## src/sv/four_level_fsk_pulse_shaper_top_defines.svh

```systemverilog
// ---------------------------------------------------------------------------
// four_level_fsk_pulse_shaper_top_defines.svh
// Assertion macros used by the four-level FSK pulse shaper top module
// ---------------------------------------------------------------------------
`ifndef FOUR_LEVEL_FSK_PULSE_SHAPER_TOP_DEFINES_SVH
`define FOUR_LEVEL_FSK_PULSE_SHAPER_TOP_DEFINES_SVH

`ifndef SYNTHESIS

// property checked on every rising edge outside reset
`define FLFSK_ASSERT(label, clk, rst_n, prop) \
    label: assert property (@(posedge clk) disable iff (!rst_n) (prop)) \
        else $error("flfsk assertion failed");

// same-cycle implication checked on every rising edge outside reset
`define FLFSK_ASSERT_IMPLIES(label, clk, rst_n, ante, cons) \
    label: assert property (@(posedge clk) disable iff (!rst_n) (ante) |-> (cons)) \
        else $error("flfsk implication failed");

`else

`define FLFSK_ASSERT(label, clk, rst_n, prop)
`define FLFSK_ASSERT_IMPLIES(label, clk, rst_n, ante, cons)

`endif

`endif

```

## src/sv/flfsk_pkg.sv

```systemverilog
// ---------------------------------------------------------------------------
// flfsk_pkg
// Types, symbol levels and Gaussian pulse taps for the 4FSK pulse shaper
// ---------------------------------------------------------------------------
package flfsk_pkg;

    // symbols per input byte
    localparam int SYMS_PER_ITEM = 4;
    localparam int SYM_CNT_W     = $clog2(SYMS_PER_ITEM);

    // widths of the scaling datapath
    localparam int LEVEL_W  = 8;                 // output_level register
    localparam int RAW_W    = 12;                // unscaled symbol level
    localparam int SCL_W    = RAW_W + LEVEL_W;   // level times output_level
    localparam int SAMPLE_W = 16;
    localparam int PROD_W   = 2 * SAMPLE_W;

    // output_level after reset
    localparam logic [LEVEL_W-1:0] LEVEL_RESET = 8'd128;

    // dibit codes
    localparam logic [1:0] DIBIT_P3 = 2'b11;
    localparam logic [1:0] DIBIT_P1 = 2'b10;
    localparam logic [1:0] DIBIT_M1 = 2'b00;
    localparam logic [1:0] DIBIT_M3 = 2'b01;

    // raw symbol levels
    localparam logic signed [RAW_W-1:0] LEVEL_P3 = 12'sd1362;
    localparam logic signed [RAW_W-1:0] LEVEL_P1 = 12'sd454;
    localparam logic signed [RAW_W-1:0] LEVEL_M1 = -12'sd454;
    localparam logic signed [RAW_W-1:0] LEVEL_M3 = -12'sd1362;

    // one half of the Gaussian pulse, center tap first
    localparam int PULSE_HALF_LEN = 7;
    localparam logic [15:0] PULSE_HALF [PULSE_HALF_LEN] = '{
        16'd32767, 16'd30728, 16'd22736, 16'd10668, 16'd2659, 16'd319, 16'd17
    };

    // scaler command and result
    typedef struct packed {
        logic       start;
        logic [1:0] dibit;
        logic       silence;
    } t_scl_cmd;

    typedef struct packed {
        logic                       done;
        logic signed [SAMPLE_W-1:0] symbol;
    } t_scl_result;

    // filter command and result
    typedef struct packed {
        logic load;     // push a new symbol into the window
        logic start;    // begin one output phase
    } t_fir_cmd;

    typedef struct packed {
        logic                       done;
        logic signed [SAMPLE_W-1:0] sample;
    } t_fir_result;

    // dibit to raw level
    function automatic logic signed [RAW_W-1:0] level_of(input logic [1:0] dibit);
        logic signed [RAW_W-1:0] lvl;
        unique case (dibit)
            DIBIT_P3: lvl = LEVEL_P3;
            DIBIT_P1: lvl = LEVEL_P1;
            DIBIT_M1: lvl = LEVEL_M1;
            DIBIT_M3: lvl = LEVEL_M3;
            default:  lvl = LEVEL_M3;
        endcase
        return lvl;
    endfunction

    // filter tap k of a pulse centered on tap center, zero away from the pulse
    function automatic logic [15:0] tap_value(input int k, input int center);
        int d;
        d = k - center;
        if (d < 0) begin
            d = -d;
        end
        if (d >= PULSE_HALF_LEN) begin
            return 16'd0;
        end
        return PULSE_HALF[d[2:0]];
    endfunction

endpackage

```

## src/sv/flfsk_scaler.sv

```systemverilog
// ---------------------------------------------------------------------------
// flfsk_scaler
// Bit-serial gain stage: raw level times output_level, one gain bit a cycle
// ---------------------------------------------------------------------------
module flfsk_scaler
    import flfsk_pkg::*;
(
    input  logic                 i_clk,
    input  logic                 i_rst_n,
    input  t_scl_cmd             i_cmd,
    input  logic [LEVEL_W-1:0]   i_level,
    output t_scl_result          o_res
);

    localparam int CNT_W = $clog2(LEVEL_W);

    logic signed [SCL_W-1:0] r_mcand;
    logic [LEVEL_W-1:0]      r_mplier;
    logic signed [SCL_W-1:0] r_acc;
    logic [CNT_W-1:0]        r_cnt;
    logic                    r_busy;
    logic                    r_done;

    // shift-and-add over the gain bits, lsb first; silence uses a zero gain
    always_ff @(posedge i_clk) begin
        if (!i_rst_n) begin
            r_busy <= 1'b0;
            r_done <= 1'b0;
            r_cnt  <= '0;
        end else begin
            r_done <= r_busy && !i_cmd.start && (r_cnt == CNT_W'(LEVEL_W - 1));
            if (i_cmd.start) begin
                r_mcand  <= SCL_W'(level_of(i_cmd.dibit));
                r_mplier <= i_cmd.silence ? '0 : i_level;
                r_acc    <= '0;
                r_cnt    <= '0;
                r_busy   <= 1'b1;
            end else if (r_busy) begin
                if (r_mplier[0]) begin
                    r_acc <= r_acc + r_mcand;
                end
                r_mcand  <= r_mcand <<< 1;
                r_mplier <= r_mplier >> 1;
                r_cnt    <= r_cnt + 1'b1;
                if (r_cnt == CNT_W'(LEVEL_W - 1)) begin
                    r_busy <= 1'b0;
                end
            end
        end
    end

    // gain is output_level * 128 in q15, so drop 8 bits with floor
    assign o_res.done   = r_done;
    assign o_res.symbol = SAMPLE_W'(r_acc >>> 8);

endmodule

```

## src/sv/flfsk_fir.sv

```systemverilog
// ---------------------------------------------------------------------------
// flfsk_fir
// Polyphase Gaussian FIR: symbol window rotates past one shared multiplier
// ---------------------------------------------------------------------------
module flfsk_fir
    import flfsk_pkg::*;
#(
    parameter int SPS  = 5,
    parameter int TAPS = 9
) (
    input  logic                        i_clk,
    input  logic                        i_rst_n,
    input  t_fir_cmd                    i_cmd,
    input  logic [$clog2(SPS)-1:0]      i_phase,
    input  logic signed [SAMPLE_W-1:0]  i_symbol,
    output t_fir_result                 o_res
);

    localparam int NUM_TAPS = SPS * TAPS;
    localparam int CENTER   = (NUM_TAPS - 1) / 2;
    localparam int IDX_W    = $clog2(NUM_TAPS + SPS);
    localparam int CNT_W    = $clog2(TAPS);
    localparam int ACC_W    = PROD_W + $clog2(TAPS) + 1;
    localparam logic signed [ACC_W-1:0] SAT_MAX = ACC_W'(32767);
    localparam logic signed [ACC_W-1:0] SAT_MIN = ACC_W'(-32768);

    logic signed [SAMPLE_W-1:0] r_win [TAPS];
    logic [IDX_W-1:0]           r_tap_idx;
    logic [CNT_W-1:0]           r_cnt;
    logic                       r_busy;
    logic signed [PROD_W-1:0]   r_prod;
    logic                       r_prod_vld;
    logic                       r_prod_last;
    logic signed [ACC_W-1:0]    r_acc;
    logic                       r_fin;

    logic [15:0]                tap;
    logic signed [PROD_W-1:0]   n_prod;
    logic signed [ACC_W-1:0]    acc_shr;
    logic signed [SAMPLE_W-1:0] sat_sample;

    assign tap    = tap_value(int'(r_tap_idx), CENTER);
    assign n_prod = r_win[0] * signed'(tap);

    // symbol window: shift in a new symbol, or rotate once per tap
    always_ff @(posedge i_clk) begin
        if (!i_rst_n) begin
            for (int i = 0; i < TAPS; i++) begin
                r_win[i] <= '0;
            end
        end else if (i_cmd.load) begin
            for (int i = 0; i < TAPS - 1; i++) begin
                r_win[i] <= r_win[i + 1];
            end
            r_win[TAPS - 1] <= i_symbol;
        end else if (r_busy) begin
            for (int i = 0; i < TAPS - 1; i++) begin
                r_win[i] <= r_win[i + 1];
            end
            r_win[TAPS - 1] <= r_win[0];
        end
    end

    // tap sequencing, registered product, accumulation
    always_ff @(posedge i_clk) begin
        if (!i_rst_n) begin
            r_busy      <= 1'b0;
            r_prod_vld  <= 1'b0;
            r_prod_last <= 1'b0;
            r_fin       <= 1'b0;
            r_cnt       <= '0;
        end else begin
            r_prod_vld  <= r_busy && !i_cmd.start;
            r_prod_last <= r_busy && !i_cmd.start && (r_cnt == CNT_W'(TAPS - 1));
            r_fin       <= r_prod_vld && r_prod_last;
            if (i_cmd.start) begin
                r_tap_idx <= IDX_W'(SPS - 1) - IDX_W'(i_phase);
                r_cnt     <= '0;
                r_busy    <= 1'b1;
                r_acc     <= '0;
            end else begin
                if (r_busy) begin
                    r_prod      <= n_prod;
                    r_tap_idx   <= r_tap_idx + IDX_W'(SPS);
                    r_cnt       <= r_cnt + 1'b1;
                    if (r_cnt == CNT_W'(TAPS - 1)) begin
                        r_busy <= 1'b0;
                    end
                end
                if (r_prod_vld) begin
                    r_acc <= r_acc + ACC_W'(r_prod);
                end
            end
        end
    end

    // floor shift by 15 and saturate to 16 bits
    assign acc_shr = r_acc >>> 15;

    always_comb begin
        if (acc_shr > SAT_MAX) begin
            sat_sample = 16'sh7fff;
        end else if (acc_shr < SAT_MIN) begin
            sat_sample = 16'sh8000;
        end else begin
            sat_sample = acc_shr[SAMPLE_W-1:0];
        end
    end

    assign o_res.sample = sat_sample;
    assign o_res.done   = r_fin;

endmodule

```

## src/sv/four_level_fsk_pulse_shaper_top.sv

```systemverilog
// ---------------------------------------------------------------------------
// four_level_fsk_pulse_shaper_top
// Four-level FSK symbol mapper with Gaussian polyphase interpolation
// ---------------------------------------------------------------------------
// s_axis takes one transaction per byte (tdata) or silence item (tuser[0] = 1)
// and m_axis returns 4 * SAMPLES_PER_SYMBOL q15 samples for it, tlast on the
// final one. The cfg channel, always ready, writes the amplitude register;
// write it only while the block is idle.
// One item is worked on at a time. Each symbol first passes the
// bit-serial gain stage, then each of its SAMPLES_PER_SYMBOL phases passes
// the shared multiply-accumulate unit over TAPS_PER_PHASE taps; the next item
// is taken once the final sample of the last one is in the output register.
// The first sample reaches the output register after the gain stage and the
// first filter phase. Reset is synchronous, active low; it clears the symbol
// window and sets the amplitude register to 128.
// While m_axis_tready is low a sample waits in the output register and work
// pauses; the next item is taken while the final sample still waits.
// ---------------------------------------------------------------------------
`include "four_level_fsk_pulse_shaper_top_defines.svh"

module four_level_fsk_pulse_shaper_top
    import flfsk_pkg::*;
#(
    parameter int SAMPLES_PER_SYMBOL = 5,
    parameter int TAPS_PER_PHASE     = 9
) (
    input  logic        i_clk,
    input  logic        i_rst_n,
    // configuration write
    input  logic        i_cfg_valid,
    output logic        o_cfg_ready,
    input  logic [7:0]  i_cfg_data,     // [7:0] output_level
    // input stream
    input  logic        s_axis_tvalid,
    output logic        s_axis_tready,
    input  logic [7:0]  s_axis_tdata,   // [7:0] data_byte
    input  logic [0:0]  s_axis_tuser,   // [0] silence
    // output stream
    output logic        m_axis_tvalid,
    input  logic        m_axis_tready,
    output logic [15:0] m_axis_tdata,   // [15:0] sample
    output logic        m_axis_tlast    // last
);

    localparam int PH_W = $clog2(SAMPLES_PER_SYMBOL);

    typedef enum logic [1:0] {
        S_IDLE,
        S_SCALE,
        S_MAC,
        S_EMIT
    } t_state;

    t_state                     r_state;
    logic [LEVEL_W-1:0]         r_level;
    logic [7:0]                 r_byte;
    logic                       r_silence;
    logic [SYM_CNT_W-1:0]       r_sym_cnt;
    logic [PH_W-1:0]            r_phase;
    logic                       r_scl_start;
    t_fir_cmd                   r_fir_cmd;
    logic signed [SAMPLE_W-1:0] r_smp;
    logic                       r_m_valid;
    logic [SAMPLE_W-1:0]        r_m_data;
    logic                       r_m_last;

    t_scl_cmd                   scl_cmd;
    t_scl_result                scl_res;
    t_fir_result                fir_res;
    logic                       last_phase;
    logic                       last_sym;
    logic                       accept;
    logic                       scl_go;
    logic                       emit_go;
    logic                       item_done;

    assign last_phase = (r_phase == PH_W'(SAMPLES_PER_SYMBOL - 1));
    assign last_sym   = (r_sym_cnt == SYM_CNT_W'(SYMS_PER_ITEM - 1));

    // handshake and step conditions
    assign accept    = s_axis_tvalid && s_axis_tready;
    assign scl_go    = (r_state == S_SCALE) && scl_res.done;
    assign emit_go   = (r_state == S_EMIT) && (!r_m_valid || m_axis_tready);
    assign item_done = emit_go && last_phase && last_sym;

    // gain stage
    assign scl_cmd = '{start: r_scl_start, dibit: r_byte[7:6], silence: r_silence};

    flfsk_scaler u_scaler (
        .i_clk   (i_clk),
        .i_rst_n (i_rst_n),
        .i_cmd   (scl_cmd),
        .i_level (r_level),
        .o_res   (scl_res)
    );

    // interpolating filter
    flfsk_fir #(
        .SPS  (SAMPLES_PER_SYMBOL),
        .TAPS (TAPS_PER_PHASE)
    ) u_fir (
        .i_clk    (i_clk),
        .i_rst_n  (i_rst_n),
        .i_cmd    (r_fir_cmd),
        .i_phase  (r_phase),
        .i_symbol (scl_res.symbol),
        .o_res    (fir_res)
    );

    // sequencer, config register and output register
    always_ff @(posedge i_clk) begin
        if (!i_rst_n) begin
            r_state     <= S_IDLE;
            r_level     <= LEVEL_RESET;
            r_sym_cnt   <= '0;
            r_phase     <= '0;
            r_scl_start <= 1'b0;
            r_fir_cmd   <= '0;
            r_m_valid   <= 1'b0;
        end else begin
            r_scl_start <= accept || (emit_go && last_phase && !last_sym);
            r_fir_cmd   <= '{load: scl_go, start: scl_go || (emit_go && !last_phase)};
            r_m_valid   <= emit_go || (r_m_valid && !m_axis_tready);
            if (i_cfg_valid) begin
                r_level <= i_cfg_data;
            end
            unique case (r_state)
                S_IDLE: begin
                    if (accept) begin
                        r_byte      <= s_axis_tdata;
                        r_silence   <= s_axis_tuser[0];
                        r_sym_cnt   <= '0;
                        r_phase     <= '0;
                        r_state     <= S_SCALE;
                    end
                end
                S_SCALE: begin
                    if (scl_res.done) begin
                        r_phase   <= '0;
                        r_state   <= S_MAC;
                    end
                end
                S_MAC: begin
                    if (fir_res.done) begin
                        r_smp   <= fir_res.sample;
                        r_state <= S_EMIT;
                    end
                end
                S_EMIT: begin
                    if (emit_go) begin
                        r_m_data  <= r_smp;
                        r_m_last  <= last_phase && last_sym;
                        if (!last_phase) begin
                            r_phase   <= r_phase + 1'b1;
                            r_state   <= S_MAC;
                        end else if (!last_sym) begin
                            r_sym_cnt   <= r_sym_cnt + 1'b1;
                            r_byte      <= {r_byte[5:0], 2'b00};
                            r_state     <= S_SCALE;
                        end else begin
                            r_state <= S_IDLE;
                        end
                    end
                end
                default: r_state <= S_IDLE;
            endcase
        end
    end

    assign o_cfg_ready   = 1'b1;
    assign s_axis_tready = (r_state == S_IDLE);
    assign m_axis_tvalid = r_m_valid;
    assign m_axis_tdata  = r_m_data;
    assign m_axis_tlast  = r_m_last;

    // checks
    `FLFSK_ASSERT(a_accept_scale, i_clk, i_rst_n, accept |=> (r_scl_start && r_state == S_SCALE))
    `FLFSK_ASSERT_IMPLIES(a_scl_done_in_scale, i_clk, i_rst_n, scl_res.done, r_state == S_SCALE)
    `FLFSK_ASSERT_IMPLIES(a_fir_done_in_mac, i_clk, i_rst_n, fir_res.done, r_state == S_MAC)
    `FLFSK_ASSERT(a_last_item, i_clk, i_rst_n, item_done |=> (m_axis_tlast && r_state == S_IDLE))

endmodule

```

## config.mk

```make
export PLATFORM = sky130hd
export DESIGN_NAME = four_level_fsk_pulse_shaper_top
export DESIGN_NICKNAME = d
export VERILOG_FILES = /design/src/sv/flfsk_pkg.sv /design/src/sv/flfsk_scaler.sv /design/src/sv/flfsk_fir.sv /design/src/sv/four_level_fsk_pulse_shaper_top.sv
export VERILOG_INCLUDE_DIRS = /design/src /design/src/sv
export SDC_FILE = /design/constraint.sdc
export NUM_CORES = 1
export LEC_CHECK = 0
export ABC_AREA = 1
export BUFFER_PORTS_ARGS = -buffer_cell sky130_fd_sc_hd__buf_2
export CORE_MARGIN = 2
export CORE_UTILIZATION = 59
export CTS_CLUSTER_DIAMETER = 50
export CTS_CLUSTER_SIZE = 28
export DETAILED_ROUTE_END_ITERATION = 16
export GPL_ROUTABILITY_DRIVEN = 0
export PLACE_DENSITY_LB_ADDON = 0.08
export SLEW_MARGIN = 5
export SYNTH_ARGS = -nofsm -noshare
export SYNTH_HDL_FRONTEND = slang
export SYNTH_SLANG_ARGS = --single-unit
```

## constraint.sdc

```tcl
create_clock -name i_clk -period 7 [get_ports i_clk]
set_input_delay 0.7 -clock i_clk [delete_from_list [all_inputs] [get_ports i_clk]]
set_output_delay 0.7 -clock i_clk [all_outputs]
set_load 0.03 [all_outputs]
```

# Yosys cells after proc, flatten, opt, wreduce, memory -nomap -nowiden
# Memory sizes are Yosys's and may differ from the RTL's.
# Cells that the tools add are included.
# W data, S select, Z words.
[classes]
addsub = 10
mul = 1
magnitude_cmp = 5
n_eq_ne = 17
mux = 72
n_bitwise = 21
reduce_logical = 45
[ops]
columns = ["operator", "count"]
rows = [
  ["$mux W16", 23],
  ["$mux W20", 4],
  ["$mux W8", 7],
  ["$pmux W12 S4", 1],
  ["$add A37 B32 Y37", 1],
  ["$mux W37", 1],
  ["$ge A32 B4 Y1 const B", 1],
  ["$lt A32 B1 Y1 const B", 1],
  ["$mul A16 B16 Y32", 1],
  ["$mux W32", 1],
  ["$neg A32 Y32", 1],
  ["$gt A22 B16 Y1 const B", 1],
  ["$lt A22 B16 Y1 const B", 1],
  ["$add A20 B20 Y20", 1],
  ["$mux W2", 9],
  ["$or A1 B1 Y1", 18],
  ["$mux W1", 16],
  ["$pmux W8 S2", 1],
  ["$reduce_and A3 Y1", 5],
  ["$logic_and A1 B1 Y1", 13],
  ["$mux W3", 4],
  ["$mux W6", 2],
  ["$eq A2 B2 Y1 const B", 5],
  ["$reduce_and A5 Y1", 2],
  ["26 further kinds", 51],
]
[word_totals]
reg_bits = 197
mem_bits_rw = 144
mem_bits_ro = 128
in_bits = 22
wordCells = 200
memories = 2
[memory_table]
columns = ["memory", "words", "word_bits", "read_ports", "rd_clocked_by_memory_dff", "write_ports", "line_no", "text"]
rows = [
  ["u_fir.r_win", 9, 16, 9, 0, 9, "flfsk_fir.sv:27", "logic signed [SAMPLE_W-1:0] r_win [TAPS];"],
  ["(name not given)", 8, 16, 1, 0, 0, "flfsk_pkg.sv:85", "return PULSE_HALF[d[2:0]];"],
]

# Longest topological paths before layout
[logic_depth]
depth_word = 9
ltp_mapped = 38

# By module
# A second synthesis with hierarchy kept.
[hier_totals]
cells_unflattened = 3018
hier_area_um2 = 26401.6
[modules_own_cells]
columns = ["mod", "instances", "cells_each", "area_per_inst_um2", "seq_area_each_um2"]
rows = [
  ["flfsk_fir", 1, 2437, 20958.9, 6736.5],
  ["flfsk_scaler", 1, 385, 3183.1, 1481.4],
  ["four_level_fsk_pulse_shaper_top", 1, 196, 2259.7, 1641.6],
]

# Least setup slack after synthesis
# No wires, ideal clock.
[synth_path]
path_type = "reg-to-reg"
startpoint = "register u_fir.r_tap_idx[1]"
endpoint = "register u_fir.r_prod[31] (data pin)"
setup_time_ns = 0.254
t_arrival_ns = 6.939
t_required_ns = 6.746
setup_slack_ns = -0.193
path_stages_with_launch = 30
n_path_buf = 1
period_less_slack_ns = 7.193
path_cell_list = "edfxtp_1 -> ha_1 -> nand2_1 -> inv_2 -> nor2_1 -> nand3_2 -> nand2_4 -> nand2_4 -> nor2_2 -> nor2_4 -> buf_6 -> nand2_2 -> nor2_1 -> fa_1 -> fa_1 -> inv_1 -> fa_1 -> inv_1 -> fa_1 -> fa_1 -> inv_1 -> fa_1 -> inv_1 -> ha_1 -> nand2_1 -> nor2_1 -> nand2_1 -> o21a_1 -> nand4_1 -> nand2_1"
[synth_between]
elab_chain_cells = 9
word_cells_on_any_way = 12
classes_between = "add/sub: 2; mul: 1; order compare: 2; mux: 5; bitwise: 1; memory: 1"
[synth_lines]
columns = ["item", "line_no", "text"]
rows = [
  ["from (decl)", "flfsk_fir.sv:28", "logic [IDX_W-1:0] r_tap_idx;"],
  ["from (signal assigned)", "flfsk_fir.sv:77", "r_tap_idx <= IDX_W'(SPS - 1) - IDX_W'(i_phase);"],
  ["from (signal assigned)", "flfsk_fir.sv:84", "r_tap_idx <= r_tap_idx + IDX_W'(SPS);"],
  ["$sub A6 B5 Y7 *", "flfsk_pkg.sv:78", "d = k - center;"],
  ["$neg A32 Y32 / $lt A32 B1 Y1 (equally long branches)", "flfsk_pkg.sv:80, flfsk_pkg.sv:79", ""],
  ["$mux W32 *", "flfsk_pkg.sv:79", "if (d < 0) begin"],
  ["parallel branches: the longest is 4 deep, another holds $ge A32 B4 Y1", "n/a", ""],
  ["$mux W16 *", "flfsk_pkg.sv:85", ""],
  ["$mul A16 B16 Y32 *", "flfsk_fir.sv:43", "assign n_prod = r_win[0] * signed'(tap);"],
  ["named net u_fir.n_prod[31]", "flfsk_fir.sv:38", "logic signed [PROD_W-1:0] n_prod;"],
  ["to (signal assigned)", "flfsk_fir.sv:83", "r_prod <= n_prod;"],
  ["to (decl)", "flfsk_fir.sv:31", "logic signed [PROD_W-1:0] r_prod;"],
]
# Mark *: on every way through the listed nets, which the timed path passes. The select of a mux whose other input is x is not followed.
# A chain may end at the register's enable or synchronous reset.

# Worst setup path in the final report
[layout_path]
startpoint = "register u_fir.r_tap_idx[1]"
endpoint = "register u_fir.r_prod[22] (data pin)"
# The elaborated chain is that of the path after synthesis.

==> run_results.csv <==
group,metric,value,unit
grt,groute.usage.overall,28.4,%
grt,grt_max_degree,84,
final_layout,layout.area.seq,0.00986,mm^2
clock_tree,clock_latency,0.56,ns
power_and_ir_drop,pwr_density_cell,262,mW/mm^2
run_status,status,"finished, final reports clean",
logic_synthesis,ys.warnings.count,0,
setup_path,worstPathMaxFanout,8,
final_layout,final_layout_size_suffix_gt1_share,14.2,%
place,dp_hpwl,48.9,mm
timing,finalMaxSlewViolations,0,
logic_synthesis,synth.cell_area,0.0259,mm^2
grt,final_global_route_overflow_total,0,
drt,route.final.wire_length,64.1,mm
logic_synthesis,yosysTopAreaCell,"sky130_fd_sc_hd__edfxtp_1",
clock_tree,cts-root-to-sink-buffers,3,
setup_path,crit_top_cell,"sky130_fd_sc_hd__fa_1",
setup_path,r2r_slack,0.07,ns
setup_path,cp_data_arrival_time,7.23,ns
place,placed_cells_incl_taps,3596,
final_layout,area_taken_by_multi_input_logic_gates,0.0143,mm^2
setup_path,crit_buf_inv,10,
logic_synthesis,yosys-top-cells-area,"sky130_fd_sc_hd__edfxtp_1 36%, sky130_fd_sc_hd__fa_1 19%, sky130_fd_sc_hd__inv_1 9.0%",
drt,vias_per_cell,5.45,
final_layout,finish.utilization,69.5,%
setup_path,start_kind,"register",
drt,final_antenna_net_count,0,
timing,clock.fmax,0.144,GHz
timing,timing.final.crit_share,99.0,%
final_layout,layout.cells.non_filler,3697,
min_path,min_path_type,"in -> reg",
die,die_w,214,um
grt,grt_pass1_wl,100,mm
place,placement.io_buffers,40,
place,preCtsSetupSlack,-0.204,ns
logic_synthesis,distinct_cell_type_count_of_the_synthesized_netlist,45,
setup_path,element_type_at_the_critical_path_end,"register",
logic_synthesis,average_footprint_of_a_synthesized_cell,8.90,um^2
logic_synthesis,synth.ff_latch_count,339,
min_path,startpoint_of_the_tightest_hold_check_path,"s_axis_tuser",
clock_tree,tritoncts.num_buffers,36,
clock_tree,clockRootBuffer,"sky130_fd_sc_hd__clkbuf_16",
setup_path,crit_family,"adder cells",
drt,detailedRoute.firstPassIterationCount,6,
logic_synthesis,synth-edff-count,307,
setup_path,worstReg2RegEnd,"u_fir.r_prod[22]",
drt,vias,20100,
clock_tree,tritoncts_clock_tree,"yes",
timing,maxSlewHeadroom,27.4,%
setup_path,required,7.30,ns
logic_synthesis,syn_nets,3334,
logic_synthesis,synthFlopType,"sky130_fd_sc_hd__edfxtp_1",
final_layout,area_growth_syn_to_layout,15.9,%
grt,first_global_vias,19700,
power_and_ir_drop,leakage,0.0139,uW
logic_synthesis,synth.top_cell.area_share,35.5,%
min_path,hold_path_end,"r_silence",
clock_tree,clock_net_sink_count,339,
clock_tree,clock_pin_slew_worst_setup_and_hold_paths,0.07,ns
die,io_pins,42,
final_layout,finalInstanceArea,0.0301,mm^2
setup_path,cp_slowest_cell,"sky130_fd_sc_hd__fa_1",
final_layout,design.final.nets,3504,
timing,holdWs,0.318,ns
grt,initial_antenna_violation_count,0,
power_and_ir_drop,ir_drop,0.266,mV
timing,max_slew.worst_pin.slew,1.09,ns
logic_synthesis,synth.yosys.seq_area_share,38.0,%
die,initial_core_util,60.0,%
die,design.die.area,0.0457,mm^2
die,core_area,0.0433,mm^2
timing,setup_violations,0,
setup_path,critical_path_class,"reg -> reg",
clock_tree,cts.htree.levels,2,
drt,drcViolationCount,0,
setup_path,crit-reg2reg-launch,"u_fir.r_tap_idx[1]",
die,die_y,214,um
drt,wl_per_cell,17.3,um
setup_path,ff2ff_path_depth,34,
timing,rsz0062_at_grt,"true",
min_path,worstHoldPathCells,1,
place,postPlaceCellArea,0.0276,mm^2
final_layout,nFillCells,3363,
logic_synthesis,syn-instance-count,2914,
timing,finalWorstPathRequiredPeriod,6.93,ns
final_layout,diodes,0,
timing,clock_skew,0.0205,ns
setup_path,critPathMaxStageDelay,0.54,ns
logic_synthesis,synth-async-reset-ratio,0,%
timing,hold_viol,0,
run,drv_cap,0,
timing,final_critical_path_setup_slack,0.0732,ns
die,placementRows,76,
drt,dr_iter_0_viols,2003,
==> how the worst max path moves through the flow <==
| stage | cells past startpoint | end | from |
|---|---|---|---|
| floorplan | 29 | u_fir.r_prod[31] | u_fir.r_tap_idx[1] |
| global placement | 33 | u_fir.r_prod[26] | u_fir.r_tap_idx[1] |
| detailed placement | 33 | u_fir.r_prod[26] | u_fir.r_tap_idx[1] |
| CTS | 34 | u_fir.r_prod[26] | u_fir.r_tap_idx[2] |
| global route | 34 | u_fir.r_prod[22] | u_fir.r_tap_idx[1] |
| finish | 34 | u_fir.r_prod[22] | u_fir.r_tap_idx[1] |
==> stage by stage <==
step / TNS [ns] / power (uW)
floorplan: 0 / 4470
global placement: -0.151 / 5290
detailed placement: -1.29 / 5360
CTS: -0.0565 / 7440
global route: -1.54 / 8350
finish: 0 / 7860
==> state kept, by name, summed over array words and instances (netlist names), 2 cells and up <==
name / count
m_axis_tdata: 16
r_byte: 8
r_fir_cmd: 2
r_level: 8
r_phase: 3
r_smp: 16
r_state: 2
r_sym_cnt: 2
u_fir.r_acc: 37
u_fir.r_cnt: 4
u_fir.r_prod: 32
u_fir.r_tap_idx: 6
u_fir.r_win: 144
u_scaler.r_acc: 19
u_scaler.r_cnt: 3
u_scaler.r_mcand: 19
u_scaler.r_mplier: 8
==> cell usage in the layout (no fill, tap or decap), types with 24 or more instances in the layout <==
| master | netlist | layout |
|---|---|---|
| sky130_fd_sc_hd__edfxtp_1 | 307 | 307 |
| sky130_fd_sc_hd__a21oi_1 | 179 | 160 |
| sky130_fd_sc_hd__inv_1 | 625 | 607 |
| sky130_fd_sc_hd__o21ai_0 | 122 | 117 |
| sky130_fd_sc_hd__dfxtp_1 | 32 | 32 |
| sky130_fd_sc_hd__clkbuf_16 | 0 | 42 |
| sky130_fd_sc_hd__nand3_1 | 72 | 64 |
| sky130_fd_sc_hd__buf_2 | 8 | 40 |
| sky130_fd_sc_hd__xor2_1 | 28 | 27 |
| sky130_fd_sc_hd__inv_2 | 9 | 24 |
| sky130_fd_sc_hd__fa_1 | 246 | 234 |
| sky130_fd_sc_hd__nand2_1 | 492 | 471 |
| sky130_fd_sc_hd__nor2_2 | 2 | 33 |
| sky130_fd_sc_hd__nor2_1 | 457 | 408 |
| sky130_fd_sc_hd__ha_1 | 152 | 127 |
| sky130_fd_sc_hd__buf_4 | 2 | 123 |
==> cell type report <==
cell class,count,share of cell area (%)
timing repair buffer,185,4.86
multi-input combinational,1882,47.6
clock inverter,23,1.02
tap,585,2.44
clock buffer,43,3.30
sequential,339,32.8
inverter,640,8.03
==> logic make-up (layout without fill, tap and decap cells) <==
group           after synthesis  in the layout  synth area share [%]
flops                       339            339                  38.0
fa+ha+maj                   398            398                  26.3
simple gates               1093           1093                  17.0
xor+xnor                     39             39                  1.32
compound gates              351            351                  7.23
buf+inv                     693            891                  10.1
other cells                   1              1                0.0145
==> routing by layer <==
metal  vias up  routed length [um]  track usage (%)
met5         -                   0                0
met4         0                2100             9.03
met3       146                4740             4.36
met2       782               30100             45.9
met1      9743               27100             39.8
li1       9468                   -                -
==> worst reg2reg max path: cells and delay by family (launching register included) <==
kind	cells	cell delay (ns)
XOR/XNOR	1	0.14
AND/OR/NAND/NOR	14	1.45
flip-flops	1	0.42
AO/OA/AOI/OAI	1	0.17
adder cells (fa/ha/maj)	8	3.52
buffers and inverters	10	0.98
==> where the power goes <==
part / internal (uW) / leakage, uW / switching, uW
Clock: 1120 / 0.000625 / 920
Sequential: 2470 / 0.00324 / 88.5
Combinational: 1310 / 0.0100 / 1960
==> synth_stat cells (11+ instances only) <==
library cell / instances
sky130_fd_sc_hd__o21bai_1: 15
sky130_fd_sc_hd__fa_1: 246
sky130_fd_sc_hd__edfxtp_1: 307
sky130_fd_sc_hd__inv_1: 625
sky130_fd_sc_hd__xor2_1: 28
sky130_fd_sc_hd__clkbuf_1: 39
sky130_fd_sc_hd__nand2_1: 492
sky130_fd_sc_hd__ha_1: 152
sky130_fd_sc_hd__xnor2_1: 11
sky130_fd_sc_hd__nor3_1: 16
sky130_fd_sc_hd__nand2_2: 11
sky130_fd_sc_hd__nor2_1: 457
sky130_fd_sc_hd__o21ai_0: 122
sky130_fd_sc_hd__dfxtp_1: 32
sky130_fd_sc_hd__nand3_1: 72
sky130_fd_sc_hd__a21oi_1: 179
sky130_fd_sc_hd__nand4_1: 21
==> repair_timing <==
item	4_1_cts	5_1_grt
setup endpoints to repair	16	21
gates cloned	0	3
resized for setup	22	201
buffers inserted	1	31
pin swaps	3	121
hold buffers	0	0
Note: power is estimated with default switching activity, not from simulation.
